--- config.mk ---
export PLATFORM = sky130hd
export DESIGN_NAME = write_ahead_log_tracker_core
export DESIGN_NICKNAME = d
export VERILOG_FILES = /design/src/rtl/core/walt_pkg.sv /design/src/rtl/core/walt_ctrl.sv /design/src/rtl/core/walt_dp.sv /design/src/rtl/core/write_ahead_log_tracker_core.sv
export SDC_FILE = /design/constraint.sdc
export NUM_CORES = 1
export LEC_CHECK = 0
export ABC_AREA = 1
export BUFFER_PORTS_ARGS = -buffer_cell sky130_fd_sc_hd__buf_2
export CAP_MARGIN = 20
export CORE_MARGIN = 2
export CORE_UTILIZATION = 35
export CTS_CLUSTER_SIZE = 20
export DETAILED_ROUTE_END_ITERATION = 8
export PLACE_DENSITY = 0.53
export SLEW_MARGIN = 20
export SYNTH_ARGS = -nofsm -noshare
export SYNTH_HDL_FRONTEND = slang
export SYNTH_HIERARCHICAL = 1
export SYNTH_SLANG_ARGS = --single-unit
--- constraint.sdc ---
create_clock -name clk -period 7.2 [get_ports clk]
set_input_delay 0.72 -clock clk [delete_from_list [all_inputs] [get_ports clk]]
set_output_delay 0.72 -clock clk [all_outputs]
set_load 0.02 [all_outputs]
--- src/rtl/core/walt_pkg.sv ---
// Shared types, codes and constants of the write-ahead log tracker.
// Used by walt_ctrl, walt_dp and write_ahead_log_tracker_core; no dependencies.
`default_nettype none

package walt_pkg;

  localparam int LOG_ENTRIES_DEF = 32;
  // Log block addresses wrap at this many bits before they reach the port.
  localparam int BLOCK_ADDR_BITS = 32;

  localparam int BLK_W     = 32;
  localparam int REQ_W     = 2;
  localparam int STATUS_W  = 4;
  localparam int REGION_W  = 6;
  localparam int RESERVE_W = 6;
  localparam int OPS_W     = 6;
  localparam int NEED_W    = 14;
  localparam int CFG_IDX_W = 2;
  localparam int HSEL_W    = 2;

  localparam logic [BLK_W-1:0] LOG_BLOCK_MASK =
      (BLOCK_ADDR_BITS >= BLK_W) ? {BLK_W{1'b1}} :
      ((BLK_W'(1) << BLOCK_ADDR_BITS) - BLK_W'(1));

  localparam logic [OPS_W-1:0] OPS_MAX = {OPS_W{1'b1}};

  // Request kinds.
  localparam logic [REQ_W-1:0] REQ_BEGIN = 2'd0;
  localparam logic [REQ_W-1:0] REQ_END   = 2'd1;
  localparam logic [REQ_W-1:0] REQ_WRITE = 2'd2;

  // Result status codes.
  localparam logic [STATUS_W-1:0] ST_GRANTED  = 4'd0;
  localparam logic [STATUS_W-1:0] ST_WAIT     = 4'd1;
  localparam logic [STATUS_W-1:0] ST_ABSORBED = 4'd2;
  localparam logic [STATUS_W-1:0] ST_APPENDED = 4'd3;
  localparam logic [STATUS_W-1:0] ST_COMMIT   = 4'd4;
  localparam logic [STATUS_W-1:0] ST_ENDED    = 4'd5;
  localparam logic [STATUS_W-1:0] ST_EMPTY    = 4'd6;
  localparam logic [STATUS_W-1:0] ST_FULL     = 4'd7;
  localparam logic [STATUS_W-1:0] ST_MISUSE   = 4'd8;

  // Configuration register indexes.
  localparam logic [CFG_IDX_W-1:0] REG_LOG_START  = 2'd0;
  localparam logic [CFG_IDX_W-1:0] REG_REGION     = 2'd1;
  localparam logic [CFG_IDX_W-1:0] REG_RESERVE    = 2'd2;

  localparam logic [BLK_W-1:0]     LOG_START_RST = 32'd2;
  localparam logic [REGION_W-1:0]  REGION_RST    = 6'd31;
  localparam logic [RESERVE_W-1:0] RESERVE_RST   = 6'd10;

  // Source of the home_block field of a result.
  localparam logic [HSEL_W-1:0] HSEL_ZERO  = 2'd0;
  localparam logic [HSEL_W-1:0] HSEL_REQ   = 2'd1;
  localparam logic [HSEL_W-1:0] HSEL_TABLE = 2'd2;

  typedef struct packed {
    logic                latch;
    logic                open_inc;
    logic                open_dec;
    logic                idx_clear;
    logic                idx_inc;
    logic                append;
    logic                clear_count;
    logic                emit;
    logic [STATUS_W-1:0] code;
    logic [HSEL_W-1:0]   home_sel;
    logic                last;
  } cmd_t;

  typedef struct packed {
    logic [REQ_W-1:0] req;
    logic             begin_ok;
    logic             full;
    logic             open_zero;
    logic             open_one;
    logic             count_zero;
    logic             match;
    logic             idx_last;
    logic             out_free;
  } sts_t;

endpackage

`default_nettype wire

--- src/rtl/core/walt_ctrl.sv ---
// Controller state machine of the write-ahead log tracker.
// Depends on walt_pkg for the command and status structs and the codes.
`default_nettype none

module walt_ctrl (
  input  wire logic            clk,
  input  wire logic            rst,
  input  wire logic            in_valid,
  output logic                 in_ready,
  input  wire walt_pkg::sts_t  sts,
  output walt_pkg::cmd_t       cmd
);

  localparam logic [2:0] S_IDLE   = 3'd0;
  localparam logic [2:0] S_DECIDE = 3'd1;
  localparam logic [2:0] S_SRD    = 3'd2;
  localparam logic [2:0] S_SCMP   = 3'd3;
  localparam logic [2:0] S_CRD    = 3'd4;
  localparam logic [2:0] S_CEMIT  = 3'd5;

  logic [2:0] state;
  logic [2:0] state_next;

  always_ff @(posedge clk) begin
    if (rst) begin
      state <= S_IDLE;
    end else begin
      state <= state_next;
    end
  end

  always_comb begin
    cmd        = '0;
    in_ready   = 1'b0;
    state_next = state;
    unique case (state)
      S_IDLE: begin
        in_ready = 1'b1;
        if (in_valid) begin
          cmd.latch  = 1'b1;
          state_next = S_DECIDE;
        end
      end
      S_DECIDE: begin
        if (sts.out_free) begin
          state_next = S_IDLE;
          cmd.last   = 1'b1;
          cmd.emit   = 1'b1;
          case (sts.req)
            walt_pkg::REQ_BEGIN: begin
              cmd.open_inc = sts.begin_ok;
              cmd.code     = sts.begin_ok ? walt_pkg::ST_GRANTED : walt_pkg::ST_WAIT;
            end
            walt_pkg::REQ_WRITE: begin
              cmd.home_sel = walt_pkg::HSEL_REQ;
              if (sts.full) begin
                cmd.code = walt_pkg::ST_FULL;
              end else if (sts.open_zero) begin
                cmd.code = walt_pkg::ST_MISUSE;
              end else if (sts.count_zero) begin
                cmd.append = 1'b1;
                cmd.code   = walt_pkg::ST_APPENDED;
              end else begin
                cmd.emit      = 1'b0;
                cmd.idx_clear = 1'b1;
                state_next    = S_SRD;
              end
            end
            walt_pkg::REQ_END: begin
              if (sts.open_zero) begin
                cmd.code = walt_pkg::ST_MISUSE;
              end else begin
                cmd.open_dec = 1'b1;
                if (!sts.open_one) begin
                  cmd.code = walt_pkg::ST_ENDED;
                end else if (sts.count_zero) begin
                  cmd.code = walt_pkg::ST_EMPTY;
                end else begin
                  // Last operation closed with blocks logged: run the commit.
                  cmd.emit      = 1'b0;
                  cmd.idx_clear = 1'b1;
                  state_next    = S_CRD;
                end
              end
            end
            default: begin
              cmd.code = walt_pkg::ST_MISUSE;
            end
          endcase
        end
      end
      S_SRD: begin
        state_next = S_SCMP;
      end
      S_SCMP: begin
        if (sts.out_free) begin
          cmd.home_sel = walt_pkg::HSEL_REQ;
          cmd.last     = 1'b1;
          if (sts.match) begin
            cmd.emit   = 1'b1;
            cmd.code   = walt_pkg::ST_ABSORBED;
            state_next = S_IDLE;
          end else if (sts.idx_last) begin
            cmd.emit   = 1'b1;
            cmd.append = 1'b1;
            cmd.code   = walt_pkg::ST_APPENDED;
            state_next = S_IDLE;
          end else begin
            cmd.idx_inc = 1'b1;
            state_next  = S_SRD;
          end
        end
      end
      S_CRD: begin
        state_next = S_CEMIT;
      end
      S_CEMIT: begin
        if (sts.out_free) begin
          cmd.emit     = 1'b1;
          cmd.code     = walt_pkg::ST_COMMIT;
          cmd.home_sel = walt_pkg::HSEL_TABLE;
          cmd.last     = sts.idx_last;
          if (sts.idx_last) begin
            cmd.clear_count = 1'b1;
            state_next      = S_IDLE;
          end else begin
            cmd.idx_inc = 1'b1;
            state_next  = S_CRD;
          end
        end
      end
      default: begin
        state_next = S_IDLE;
      end
    endcase
  end

endmodule

`default_nettype wire

--- src/rtl/core/walt_dp.sv ---
// Datapath of the write-ahead log tracker: configuration, counters, the
// home block table memory and the output register. Depends on walt_pkg.
`default_nettype none

module walt_dp #(
  parameter int LOG_ENTRIES = walt_pkg::LOG_ENTRIES_DEF
) (
  input  wire logic                           clk,
  input  wire logic                           rst,
  input  wire logic                           cfg_we,
  input  wire logic [walt_pkg::CFG_IDX_W-1:0] cfg_index,
  input  wire logic [walt_pkg::BLK_W-1:0]     cfg_wdata,
  input  wire logic [walt_pkg::REQ_W-1:0]     in_req,
  input  wire logic [walt_pkg::BLK_W-1:0]     in_block,
  input  wire walt_pkg::cmd_t                 cmd,
  output walt_pkg::sts_t                      sts,
  output logic                                out_valid,
  input  wire logic                           out_ready,
  output logic [walt_pkg::STATUS_W-1:0]       out_status,
  output logic [walt_pkg::BLK_W-1:0]          out_log_block,
  output logic [walt_pkg::BLK_W-1:0]          out_home_block,
  output logic                                out_last
);

  localparam int CNT_W = $clog2(LOG_ENTRIES + 1);
  localparam int IDX_W = $clog2(LOG_ENTRIES);
  localparam int CMP_W = 8;

  logic [walt_pkg::BLK_W-1:0]     log_start;
  logic [walt_pkg::REGION_W-1:0]  region_blocks;
  logic [walt_pkg::RESERVE_W-1:0] reserve;

  logic [CNT_W-1:0]           entry_count;
  logic [walt_pkg::OPS_W-1:0] open_ops;
  logic [IDX_W-1:0]           idx;
  logic [walt_pkg::REQ_W-1:0] req;
  logic [walt_pkg::BLK_W-1:0] blk;

  logic [walt_pkg::BLK_W-1:0] home_mem [LOG_ENTRIES];
  logic [walt_pkg::BLK_W-1:0] rd_data;

  logic [walt_pkg::OPS_W:0]      ops_plus;
  logic [walt_pkg::NEED_W-1:0]   need;
  logic [walt_pkg::REGION_W-1:0] region_cap;
  logic [walt_pkg::BLK_W:0]      log_sum;
  logic [walt_pkg::BLK_W-1:0]    home_sel_val;

  always_ff @(posedge clk) begin
    if (rst) begin
      log_start     <= walt_pkg::LOG_START_RST;
      region_blocks <= walt_pkg::REGION_RST;
      reserve       <= walt_pkg::RESERVE_RST;
    end else if (cfg_we) begin
      unique case (cfg_index)
        walt_pkg::REG_LOG_START: log_start     <= cfg_wdata;
        walt_pkg::REG_REGION:    region_blocks <= cfg_wdata[walt_pkg::REGION_W-1:0];
        walt_pkg::REG_RESERVE:   reserve       <= cfg_wdata[walt_pkg::RESERVE_W-1:0];
        default: ;
      endcase
    end
  end

  always_ff @(posedge clk) begin
    if (rst) begin
      entry_count <= '0;
      open_ops    <= '0;
    end else begin
      if (cmd.clear_count) begin
        entry_count <= '0;
      end else if (cmd.append) begin
        entry_count <= entry_count + CNT_W'(1);
      end
      if (cmd.open_inc) begin
        open_ops <= open_ops + walt_pkg::OPS_W'(1);
      end else if (cmd.open_dec) begin
        open_ops <= open_ops - walt_pkg::OPS_W'(1);
      end
    end
  end

  always_ff @(posedge clk) begin
    if (cmd.latch) begin
      req <= in_req;
      blk <= in_block;
    end
    if (cmd.idx_clear) begin
      idx <= '0;
    end else if (cmd.idx_inc) begin
      idx <= idx + IDX_W'(1);
    end
  end

  // Table with a write port and a registered read port: one write and one registered read per cycle.
  always_ff @(posedge clk) begin
    if (cmd.append) begin
      home_mem[entry_count[IDX_W-1:0]] <= blk;
    end
    rd_data <= home_mem[idx];
  end

  always_comb begin
    ops_plus   = (walt_pkg::OPS_W + 1)'(open_ops) + (walt_pkg::OPS_W + 1)'(1);
    need       = walt_pkg::NEED_W'(entry_count)
               + walt_pkg::NEED_W'(ops_plus) * walt_pkg::NEED_W'(reserve);
    region_cap = (region_blocks == '0) ? '0 : region_blocks - walt_pkg::REGION_W'(1);
    log_sum    = (walt_pkg::BLK_W + 1)'(log_start) + (walt_pkg::BLK_W + 1)'(idx)
               + (walt_pkg::BLK_W + 1)'(1);

    sts.req        = req;
    sts.begin_ok   = (open_ops != walt_pkg::OPS_MAX)
                   && (need <= walt_pkg::NEED_W'(LOG_ENTRIES));
    sts.full       = (CMP_W'(entry_count) >= CMP_W'(region_cap))
                   || (entry_count >= CNT_W'(LOG_ENTRIES));
    sts.open_zero  = (open_ops == '0);
    sts.open_one   = (open_ops == walt_pkg::OPS_W'(1));
    sts.count_zero = (entry_count == '0);
    sts.match      = (rd_data == blk);
    sts.idx_last   = ((CNT_W'(idx) + CNT_W'(1)) == entry_count);
    sts.out_free   = !out_valid || out_ready;

    case (cmd.home_sel)
      walt_pkg::HSEL_REQ:   home_sel_val = blk;
      walt_pkg::HSEL_TABLE: home_sel_val = rd_data;
      default:              home_sel_val = '0;
    endcase
  end

  always_ff @(posedge clk) begin
    if (rst) begin
      out_valid <= 1'b0;
    end else if (cmd.emit) begin
      out_valid <= 1'b1;
    end else if (out_ready) begin
      out_valid <= 1'b0;
    end
  end

  always_ff @(posedge clk) begin
    if (cmd.emit) begin
      out_status     <= cmd.code;
      out_home_block <= home_sel_val;
      out_last       <= cmd.last;
      out_log_block  <= (cmd.code == walt_pkg::ST_COMMIT)
                      ? (log_sum[walt_pkg::BLK_W-1:0] & walt_pkg::LOG_BLOCK_MASK) : '0;
    end
  end

  a_count_bound: assert property (@(posedge clk) disable iff (rst)
    entry_count <= CNT_W'(LOG_ENTRIES))
    else $error("entry count beyond table depth");

  a_emit_free: assert property (@(posedge clk) disable iff (rst)
    cmd.emit |-> (!out_valid || out_ready))
    else $error("result loaded over a word still waiting");

  a_append_legal: assert property (@(posedge clk) disable iff (rst)
    cmd.append |-> (!sts.full && !sts.open_zero))
    else $error("append into a full log or outside an operation");

  a_dec_legal: assert property (@(posedge clk) disable iff (rst)
    cmd.open_dec |-> !sts.open_zero)
    else $error("open operation count would wrap below zero");

  a_append_count: assert property (@(posedge clk) disable iff (rst)
    cmd.append |=> entry_count == $past(entry_count) + CNT_W'(1))
    else $error("append did not advance the entry count");

endmodule

`default_nettype wire

--- src/rtl/core/write_ahead_log_tracker_core.sv ---
// Write-ahead log tracker with group commit. A request is taken on the
// slave stream only while no earlier request is in progress. Begin and end
// requests that do not commit, and writes that hit a full log, an empty table
// or no open operation, are settled in DECIDE. A write that searches the
// table reads and compares one slot at a time (SRD, then SCMP) until a match,
// or through all slots when the block is appended. A commit reads and emits
// the logged blocks one slot at a time (CRD, then CEMIT); the registered table
// read sets the read state per slot. Result words wait in one output register,
// so a stalled master side holds the block only when a further result is due.
// The table is not cleared after reset; only written slots are ever read.
// Depends on walt_pkg, walt_ctrl and walt_dp.
`default_nettype none

module write_ahead_log_tracker_core #(
  parameter int LOG_ENTRIES = walt_pkg::LOG_ENTRIES_DEF
) (
  input  wire logic                           clk,
  input  wire logic                           rst,
  input  wire logic                           cfg_we,
  input  wire logic [walt_pkg::CFG_IDX_W-1:0] cfg_index,
  input  wire logic [walt_pkg::BLK_W-1:0]     cfg_wdata,
  input  wire logic                           s_tvalid,
  output logic                                s_tready,
  input  wire logic [31:0]                    s_tdata,  // block_number
  input  wire logic [1:0]                     s_tuser,  // req_type
  output logic                                m_tvalid,
  input  wire logic                           m_tready,
  output logic [63:0]                         m_tdata,  // log_block, home_block
  output logic [3:0]                          m_tuser,  // status
  output logic                                m_tlast
);

  walt_pkg::cmd_t cmd;
  walt_pkg::sts_t sts;

  logic [walt_pkg::BLK_W-1:0] log_block;
  logic [walt_pkg::BLK_W-1:0] home_block;

  walt_ctrl u_ctrl (
    .clk      (clk),
    .rst      (rst),
    .in_valid (s_tvalid),
    .in_ready (s_tready),
    .sts      (sts),
    .cmd      (cmd)
  );

  walt_dp #(
    .LOG_ENTRIES (LOG_ENTRIES)
  ) u_dp (
    .clk            (clk),
    .rst            (rst),
    .cfg_we         (cfg_we),
    .cfg_index      (cfg_index),
    .cfg_wdata      (cfg_wdata),
    .in_req         (s_tuser),
    .in_block       (s_tdata),
    .cmd            (cmd),
    .sts            (sts),
    .out_valid      (m_tvalid),
    .out_ready      (m_tready),
    .out_status     (m_tuser),
    .out_log_block  (log_block),
    .out_home_block (home_block),
    .out_last       (m_tlast)
  );

  assign m_tdata = {home_block, log_block};

endmodule

`default_nettype wire

### Word level (Yosys, flattened, before mapping)

Memory sizes are Yosys's and may differ from the RTL's. A register that Yosys moved wholly into a read port is not among the register bits.
Cells that the tools add are included.

* register bits after elaboration: 168
* bits in latches: 0
* RAM bits: 1024
* bits in read-only memories: 0
* input bits: 73
* output and inout bits: 71
* word-level logic and storage cells: 135
* memories kept: 1

Memories
* u_dp.home_mem: depth 32, width 32, read ports 1, clocked after Yosys merged registers in 1, write ports 1, line walt_dp.sv:39 `logic [walt_pkg::BLK_W-1:0] home_mem [LOG_ENTRIES];`

* add/subtract/negate cells: 10
* multiply operators: 1
* divide/modulo/power cells: 0
* $lt $le $gt $ge: 3
* equality and inequality tests: 20
* shift operators: 0
* multiplexer cells: 69
* bitwise operators: 0
* reduce and logical (&&, ||, !) cells: 17

Operators by type and width (count)
* $pmux W32 S2: 1
* $mux W3: 13
* $add A32 B1 Y32 const B: 1
* $add A32 B5 Y32: 1
* $eq A32 B32 Y1: 1
* $mux W1: 28
* $pmux W8 S3: 1
* $logic_not A6 Y1: 3
* $mux W6: 3
* $pmux W3 S6: 1
* $mux W4: 4
* $mux W8: 2
* $add A6 B13 Y14: 1
* $le A14 B6 Y1 const B: 1
* $mux W2: 7
* $mul A7 B6 Y13: 1
* $add A6 B1 Y6 const B: 2
* $pmux W4 S3: 1
* $sub A6 B1 Y6 const B: 2
* $mux W5: 2
* $mux W9: 1
* $ne A2 B2 Y1 const B: 4
* $pmux W1 S2: 4
* $add A6 B1 Y7 const B: 1
* other kinds (23): 34

### Longest topological paths before layout

* word-level depth: 11
* depth in mapped cells: 34
* gate-level depth less buffers: 34

### By module

Netlist, hierarchy kept.

By module, submodules not included
* walt_dp: instances 1, cells an instance 4064, area an instance 50912.6 um^2
* walt_ctrl: instances 1, cells an instance 104, area an instance 598.1 um^2

### Worst setup path before layout

OpenSTA, ideal clock, no wires.

* path type: register to register
* start: register u_dp/open_ops[0] (netlist name)
* end: register u_dp/out_log_block[23] (netlist name), data pin
* setup time: 147 ps
* data arrival time: 5713 ps
* data required time: 7053 ps
* slack: 1340 ps
* stages on the path, launching flop included: 30
* buffers on the path: 3
* clock period less this slack: 5860 ps
* path through: dfxtp_1 buf_2 inv_1 ha_1 clkbuf_1 nand2_1 fa_1 inv_1 fa_1 inv_1 fa_1 inv_1 fa_1 ha_1 nand2_1 inv_1 nand2_1 nand3_1 a21oi_1 nand2_1 nor2_1 nand3_1 nor2_1 o22ai_1 a21oi_1 o21ai_2 nor4_2 clkinv_1 clkbuf_1 a21oi_1

RTL lines
* from (decl): line walt_dp.sv:34 `logic [walt_pkg::OPS_W-1:0] open_ops;`
* from (signal assigned): line walt_dp.sv:74 `open_ops <= open_ops + walt_pkg::OPS_W'(1);`
* from (signal assigned): line walt_dp.sv:76 `open_ops <= open_ops - walt_pkg::OPS_W'(1);`
* to (signal assigned): line walt_dp.sv:143 `out_log_block <= (cmd.code == walt_pkg::ST_COMMIT)`
* to (decl): line walt_dp.sv:20 `output logic [walt_pkg::BLK_W-1:0] out_log_block,`

==> key figures <==
Synth
  • Register area share after synthesis: 69.5%
  • Post-Syn Area: 0.0515 mm2
  • Cells after synthesis: 4,168
  • Unique masters post-synth: 50
  • Post-synth EDFFs: 1,127
  • Synth top area cells: edfxtp_1 66%, nor2_1 5.0%, o221ai_1 4.4%
  • Synth Flop Type: edfxtp_1
  • Area leader, netlist: edfxtp_1
  • Syn. warnings: 6
  • Top cell type's share of synthesized area: 65.7%
  • FF+latch count, synth: 1,224
  • Syn Area/Cell: 12.4 um2
  • Asr flop ratio synth: 0%
  • Net Count, Synth: 4,329

Critical path
  • Worst path slowest cell: fa_1
  • Data required, critical path: 7800 ps
  • FF-to-FF path depth: 27
  • Critical Path Source Type: register
  • R2R Setup Slk: 710 ps
  • Buf/Inv on CP: 7
  • Maximum fanout along the worst path: 12
  • WP data arrival: 7090 ps
  • WS Path Type: reg -> reg
  • Most frequent CP cell: inv_1
  • Reg2reg start: u_dp/open_ops[0]
  • FF-to-FF End: u_dp/out_log_block[19]
  • Worst path top cell family by delay: adder cells
  • Setup crit end kind: register
  • CP peak stage delay: 540 ps

Place
  • Number of I/O port buffers: 143
  • Post-place setup slack: 254 ps
  • Global placement routability congestion: 0.812
  • DP Wirelength: 81,600 um

Die
  • # IOs: 144
  • Die Area: 0.150 mm2
  • Starting density of the core: 35.3%
  • Core area: 0.146 mm2
  • Die X: 388 um
  • Die H: 388 um
  • Num rows: 140

Global route
  • First-pass GRT wire length: 220,000 um
  • Largest net degree at the start of global routing: 197
  • Gr usage total: 19.6%
  • GR Overflow Total: 0
  • Number of global-route vias before repair: 32,531
  • Initial antenna violation count: 7

STA
  • Unrepaired setup endpoints after global routing: no
  • Final worst setup slack: 709 ps
  • Final Hold Viols: 0
  • WHS: 141 ps
  • Final period utilization: 90.2%
  • Max Fclk: 154 MHz
  • Slew headroom: 29.6%
  • Slew @ Worst Pin: 1060 ps
  • Min Tclk post-route: 6490 ps
  • Final Max Slew Viols: 0
  • Setup TNS: 0 ps
  • Clk_skew: 41.1 ps
  • Final setup vio count: 0

Clocking
  • Clock sinks: 1,224
  • CTS Buffer Depth: 3
  • Htree depth: 4
  • Root buf cell: clkbuf_16
  • CTS tree: yes
  • Clk_lat worst skew: 770 ps
  • Cts bufs inserted: 137
  • Clock-pin slew on the worst setup and hold paths: 60 ps

Layout
  • Share of cells above drive strength 1: 11.9%
  • Commonest cells after routing, fill and taps aside: 1,127 x edfxtp_1, 655 x nor2_1, 453 x nand2_1, 325 x o21ai_0, 258 x o21bai_1
  • Area Growth Syn to Fin: 14.7%
  • Final core occ: 40.5%
  • Most common cell after layout, fill and taps aside: edfxtp_1
  • Fill cell count: 13,732
  • # diodes: 0
  • Final nets: 4,470

Detailed routing
  • Routed vias: 33,800
  • Vias/cell: 5.33
  • First-pass DRT Iterations: 6
  • DR WL/cell: 23.7 um
  • Routed Antenna Nets: 0
  • Routed WL: 150,000 um
  • DR iter-0 viols: 3,229
  • DRC: 0

Power
  • Pwr Total: 15.7 mW
  • Power Density: 266 mW/mm2
  • Peak supply drop: 202 uV
  • Logic pwr share: 6.3%
  • Switching Fraction: 23.0%
  • Internal Power: 12.1 mW
  • Clk pwr share: 43.0%
  • P_leak: 21.0 nW
  • Sequential power share: 50.7%
  • P_sw: 3.62 mW

Hold path
  • Hold endpoint: u_dp/req[0]
  • Hold depth: 1
  • Worst min path class: in -> reg
  • Worst hold path startpoint: s_tuser[0]

Job
  • Max-cap violations: 0

Outcome
  • Status: finished, final reports clean
## worst register-to-register path, delay by kind of cell, from the launching register on
family / cells / cell delay [ps]
buffers and inverters: 7 / 800
DFF: 1 / 450
adders and majority gates: 6 / 2900
AOI/OAI and AO/OA: 5 / 750
and+or+nand+nor: 9 / 1410
## power groups by stage
stage | Sequential (mW) | Combinational, mW | Clock (mW)
global route | 7.98 | 1.11 | 7.17
floorplan | 8.15 | 0.599 | 0
global placement | 8.13 | 0.991 | 0
CTS | 7.98 | 0.999 | 6.91
detailed placement | 8.13 | 0.996 | 0
finish | 7.98 | 0.996 | 6.76
## routing by layer
metal / track usage, % / share of wire, % / wire length (um) / vias up
li1: - / - / - / 15550
met1: 26.8 / 44 / 66100 / 17015
met2: 32.3 / 48 / 71600 / 1009
met3: 3.23 / 5.8 / 8630 / 224
met4: 5.63 / 2.4 / 3540 / 2
met5: 0 / 0.0053 / 8 / -
## timing repair
action                     CTS  global route
gates resized for setup      0             2
hold buffers                 0             0
buffers inserted             0             0
setup endpoints to repair    0            19
## through the flow
stage	std cells	cell area, um2
floorplan	4168	51500
global placement	6085	54800
detailed placement	6085	54800
CTS	6337	59100
global route	6339	59100
finish	6339	59100
## Yosys cell counts, drive strengths merged, types with 6 or more instances
master	number
nor3	21
ha	63
o21ai	331
a21oi	103
nor4	7
xnor2	20
dfxtp	97
or2	10
nand3	180
clkbuf	146
fa	25
a31oi	6
nand2	459
inv	187
nor2	700
o21bai	258
edfxtp	1127
o211ai	10
nand3b	7
nand4	25
xor2	14
buf	101
o221ai	257
## flip-flops by register name (all words and copies together) (netlist names)
register	count
u_dp/entry_count	6
u_dp/out_status	4
u_dp/home_mem	1024
u_dp/out_home_block	32
u_dp/out_valid	1
u_dp/log_start	32
u_dp/idx	5
u_dp/rd_data	32
u_dp/req	2
u_dp/open_ops	6
u_dp/blk	32
u_dp/reserve	6
u_dp/region_blocks	6
u_ctrl/state	3
u_dp/out_last	1
u_dp/out_log_block	32
## cells by family (layout without fill, tap and decap cells)
group / after synthesis / count (layout) / synth area share [%]
AOI/OAI and AO/OA: 975 / 975 / 12.8
xor gates and xnor gates: 34 / 34 / 0.578
DFF: 1224 / 1224 / 69.5
adders and majority gates: 88 / 88 / 2.50
and+or+nand+nor: 1411 / 1411 / 11.2
buffers and inverters: 436 / 690 / 3.48
## worst max path at each step
stage,from,endpoint,depth (start not counted)
floorplan,u_dp/open_ops[0],u_dp/out_log_block[23],29
global placement,u_dp/open_ops[0],u_dp/out_log_block[30],27
detailed placement,u_dp/open_ops[0],u_dp/out_log_block[19],27
CTS,u_dp/open_ops[0],u_dp/out_log_block[19],27
global route,u_dp/open_ops[0],u_dp/out_log_block[19],27
finish,u_dp/open_ops[0],u_dp/out_log_block[19],27
## layout make-up
| cell class | instances | area (um2) | share of cell area, % |
|---|---|---|---|
| Sequential cell | 1224 | 35800 | 60.6 |
| Multi-Input combinational cell | 2508 | 14200 | 24.0 |
| Clock buffer | 200 | 3890 | 6.59 |
| Tap cell | 1917 | 2400 | 4.06 |
| Timing Repair Buffer | 249 | 1650 | 2.79 |
| Inverter | 189 | 734 | 1.24 |
| Clock inverter | 52 | 422 | 0.713 |
(Power assumes the default switching activity.)
